<file path="src/sv/iirdf_pkg.sv">
// Shared constants for the direct-form-I IIR filter.
package iirdf_pkg;

    localparam int FILTER_ORDER_DEF = 3;
    localparam int SAMPLE_BITS_DEF  = 16;

    localparam int MAX_TAPS   = 3;
    localparam int COEF_W     = 24;
    localparam int HIST_EXTRA = 16;
    localparam int HIST_SHIFT = 20;
    localparam int ACC_W      = 64;
    localparam int CFG_IDX_W  = 3;

    // register indexes: b0..b3 at REG_FF0.., a1..a3 at REG_FB1..
    localparam logic [CFG_IDX_W-1:0] REG_FF0 = 3'd0;
    localparam logic [CFG_IDX_W-1:0] REG_FB1 = 3'd4;

endpackage

</file>
<file path="src/sv/iirdf_coef_regs.sv">
// Coefficient register bank written through the configuration port.
module iirdf_coef_regs #(
    parameter int TAPS = 3
) (
    input  logic                                  aclk,
    input  logic                                  aresetn,
    input  logic                                  cfg_we,
    input  logic [iirdf_pkg::CFG_IDX_W-1:0]       cfg_index,
    input  logic [iirdf_pkg::COEF_W-1:0]          cfg_wdata,
    output logic signed [iirdf_pkg::COEF_W-1:0]   ff_coef [TAPS+1],
    output logic signed [iirdf_pkg::COEF_W-1:0]   fb_coef [TAPS]
);
    import iirdf_pkg::*;

    logic signed [COEF_W-1:0] ff_reg [TAPS+1];
    logic signed [COEF_W-1:0] fb_reg [TAPS];

    always_ff @(posedge aclk) begin
        if (!aresetn) begin
            for (int k = 0; k <= TAPS; k++) begin
                ff_reg[k] <= '0;
            end
            for (int k = 0; k < TAPS; k++) begin
                fb_reg[k] <= '0;
            end
        end else if (cfg_we) begin
            for (int k = 0; k <= TAPS; k++) begin
                if (cfg_index == REG_FF0 + CFG_IDX_W'(k)) begin
                    ff_reg[k] <= cfg_wdata;
                end
            end
            for (int k = 0; k < TAPS; k++) begin
                if (cfg_index == REG_FB1 + CFG_IDX_W'(k)) begin
                    fb_reg[k] <= cfg_wdata;
                end
            end
        end
    end

    assign ff_coef = ff_reg;
    assign fb_coef = fb_reg;

endmodule

</file>
<file path="config.mk">
export PLATFORM = sky130hd
export DESIGN_NAME = iirdf_coef_regs
export DESIGN_NICKNAME = d
export VERILOG_FILES = /design/src/sv/iirdf_pkg.sv /design/src/sv/iirdf_coef_regs.sv
export SDC_FILE = /design/constraint.sdc
export NUM_CORES = 1
export LEC_CHECK = 0
export BUFFER_PORTS_ARGS = -buffer_cell sky130_fd_sc_hd__buf_2
export CAP_MARGIN = 20
export CORE_MARGIN = 4
export CORE_UTILIZATION = 54
export DETAILED_ROUTE_END_ITERATION = 16
export GPL_ROUTABILITY_DRIVEN = 0
export PLACE_DENSITY = 0.84
export SLEW_MARGIN = 20
export SYNTH_ARGS = -nofsm -noshare
export SYNTH_HDL_FRONTEND = slang
export SYNTH_SLANG_ARGS = --single-unit
</file>
<file path="constraint.sdc">
create_clock -name aclk -period 1.6 [get_ports aclk]
set_input_delay 0.16 -clock aclk [delete_from_list [all_inputs] [get_ports aclk]]
set_output_delay 0.16 -clock aclk [all_outputs]
set_load 0.02 [all_outputs]
</file>
==> summary.md <==
| Metric | Value |
|---|---|
| Status | `finished, final reports clean` |
| Worst Setup End Kind | `primary output` |
| Final setup violating endpoints | `0` |
| Sw Pwr | `2100 uW` |
| Clock power share | `48.3%` |
| Top cell type's share of synthesized area | `54.8%` |
| Met1 Use GR | `30.4%` |
| Die area | `13100 um^2` |
| Layout Utilization | `72.0%` |
| Fin crit share | `70.0%` |
| Synth Area per Inst | `10.6 um^2` |
| CP required | `1440 ps` |
| Area grow syn2layout | `28.9%` |
| Int Pwr | `7510 uW` |
| Post-Syn Area | `6140 um^2` |
| Comb power frac | `6.7%` |
| Row cnt | `38` |
| Share of layout cells above drive strength 1 | `32.1%` |
| Slew headroom | `68.8%` |
| # H-tree levels | `4` |
| Sw frac | `21.9%` |
| Slew @ Worst Pin | `469 ps` |
| Max_cap viols | `0` |
| RSZ-0062 raised after global routing | `false` |
| I/O pins | `198` |
| Cts repair resizes | `0` |
| Core ar. | `11000 um^2` |
| DR vias | `4806` |
| Crit path launch type | `register` |
| Worst-path clk slew | `60 ps` |
| Critical path arrival | `960 ps` |
| Most frequent cells in the layout | `196 x buf_2, 192 x nand2_1, 168 x mux2i_1, 168 x dfxtp_1, 18 x buf_4` |
| Hold slack | `112 ps` |
| DP Wirelength | `11200 um` |
| Total CTS buffers | `17` |
| GRT Residual Overflow | `0` |
| Most common cell after layout, fill and taps aside | `buf_2` |
| Flop pwr share | `45.0%` |
| Clk_lat worst skew | `410 ps` |
| Die Wd | `115 um` |
| Sequential share of the synthesized area | `54.8%` |
| Setup_tns | `0 ps` |
| CTS tree | `done` |
| IO Port Bufs | `197` |
| Die Height | `115 um` |
| Count of different cell masters after synthesis | `13` |
| Met3 Use GR | `6.40%` |
| CP cell instances | `buf_2` |
| Fin. max-slew vios | `0` |
| Crit path buf inv count | `1` |
| Fmax | `0.893 GHz` |
| PwrDens | `1220 nW/um^2` |
| Drt total wl | `15900 um` |
| DRC | `0` |
| Hold violation count in the final report | `0` |
| Slowest cell on crit path | `dfxtp_1` |
| Synth area leader | `dfxtp_1` |
| Grt met2 use | `41.7%` |
| Vias per cell | `5.20` |
| Clock sink total | `168` |
| Antenna cell count | `0` |
| Crit Path Class | `register to primary output` |
| ANT nets after route | `0` |
| Largest net degree at the start of global routing | `33` |
| Top delay family on crit path | `flip-flops` |
| Leak pwr | `0.00429 uW` |
| Clk_skew | `0 ps` |
| Global-route wire length before repair | `25300 um` |
| # Post-CTS Setup Buffers | `0` |
| Pre-antenna DRT Iters | `5` |
| Vias in the first global route | `4818` |
| Hold crit path type | `input pin to register` |
| Tmin final | `1120 ps` |
| Clock Tree Root | `clkbuf_16` |
| Worst Path Max Fanout | `2` |
| Synth area leaders | `dfxtp_1 55%, mux2i_1 27%, nand2_1 12%` |
| Cells after Synth | `577` |
| Global route hottest layer | `met2` |
| Crit-path max cell delay | `370 ps` |
| Initial DRC count | `305` |
| Synth Register Bits | `168` |
| Initial Util | `55.9%` |
| # nets final | `802` |
| Initial antenna violation count | `0` |
| Drt wl/cell | `17.2 um` |
| Ys Warns | `0` |
| GRT Total Usage | `24.4%` |
| Hold_buf cts | `0` |
| Max Buffers Root-to-Sink | `2` |
| Mapped Nets | `607` |
| Max IR drop VDD | `0.635 mV` |
-- layer usage --
layer  part of all wire [%]  wire length (um)
met3                    8.2              1300
met5                      0                 0
met4                    1.1               175
met1                     41              6560
met2                     49              7860
-- sequential cells by signal, indices dropped and copies added, names as in the netlist --
register	flops
ff_coef	96
fb_coef	72
-- layout make-up --
class                           count  area [um^2]
Clock buffer                       20          457
Clock inverter                     11          219
Fill cell                         792         3080
Multi-Input combinational cell    367         2500
Sequential cell                   168         3360
Tap cell                          140          175
Timing Repair Buffer              218         1200
-- path summary, 6_finish.rpt --
check | start | to | slack (ps) | cells past startpoint
worst max-delay path | fb_coef[70] | fb_coef[70] | 480 | 1
worst min-delay path | aresetn | fb_coef[46] | 110 | 3
worst max register to register | fb_coef[66] | fb_coef[66] | 910 | 2
worst min register to register | ff_coef[74] | ff_coef[74] | 450 | 2
-- stage by stage --
step	worst slack [ps]	cell area [um^2]	std cells	power, uW
2_1_floorplan	619	6140	577	4820
3_3_place_gp	423	7230	893	5040
3_5_place_dp	344	7230	893	5060
4_1_cts	468	7910	924	9640
5_1_grt	432	7910	924	9860
6_report	480	7910	924	9610
-- kinds of logic (layout without fill, tap and decap cells) --
| group | count (synthesis) | after routing | share of synthesized area (%) |
|---|---|---|---|
| simple gates | 199 | 199 | 13.0 |
| mux | 168 | 168 | 27.4 |
| flops | 168 | 168 | 54.8 |
| buf+inv | 42 | 249 | 4.79 |
-- Yosys cell counts, drive strengths merged --
master / count
mux2i: 168
nand2: 192
nand4bb: 2
nor4b: 1
and4bb: 1
dfxtp: 168
clkbuf: 16
nand4b: 3
buf: 26
-- power groups by stage --
stage / combinational, uW / clock [uW] / sequential [uW]
after floorplan: 290 / 0 / 4530
after global placement: 623 / 0 / 4410
after detailed placement: 642 / 0 / 4420
after CTS: 644 / 4670 / 4330
after global routing: 691 / 4830 / 4330
final: 641 / 4650 / 4330
(Power assumes the default switching activity.)
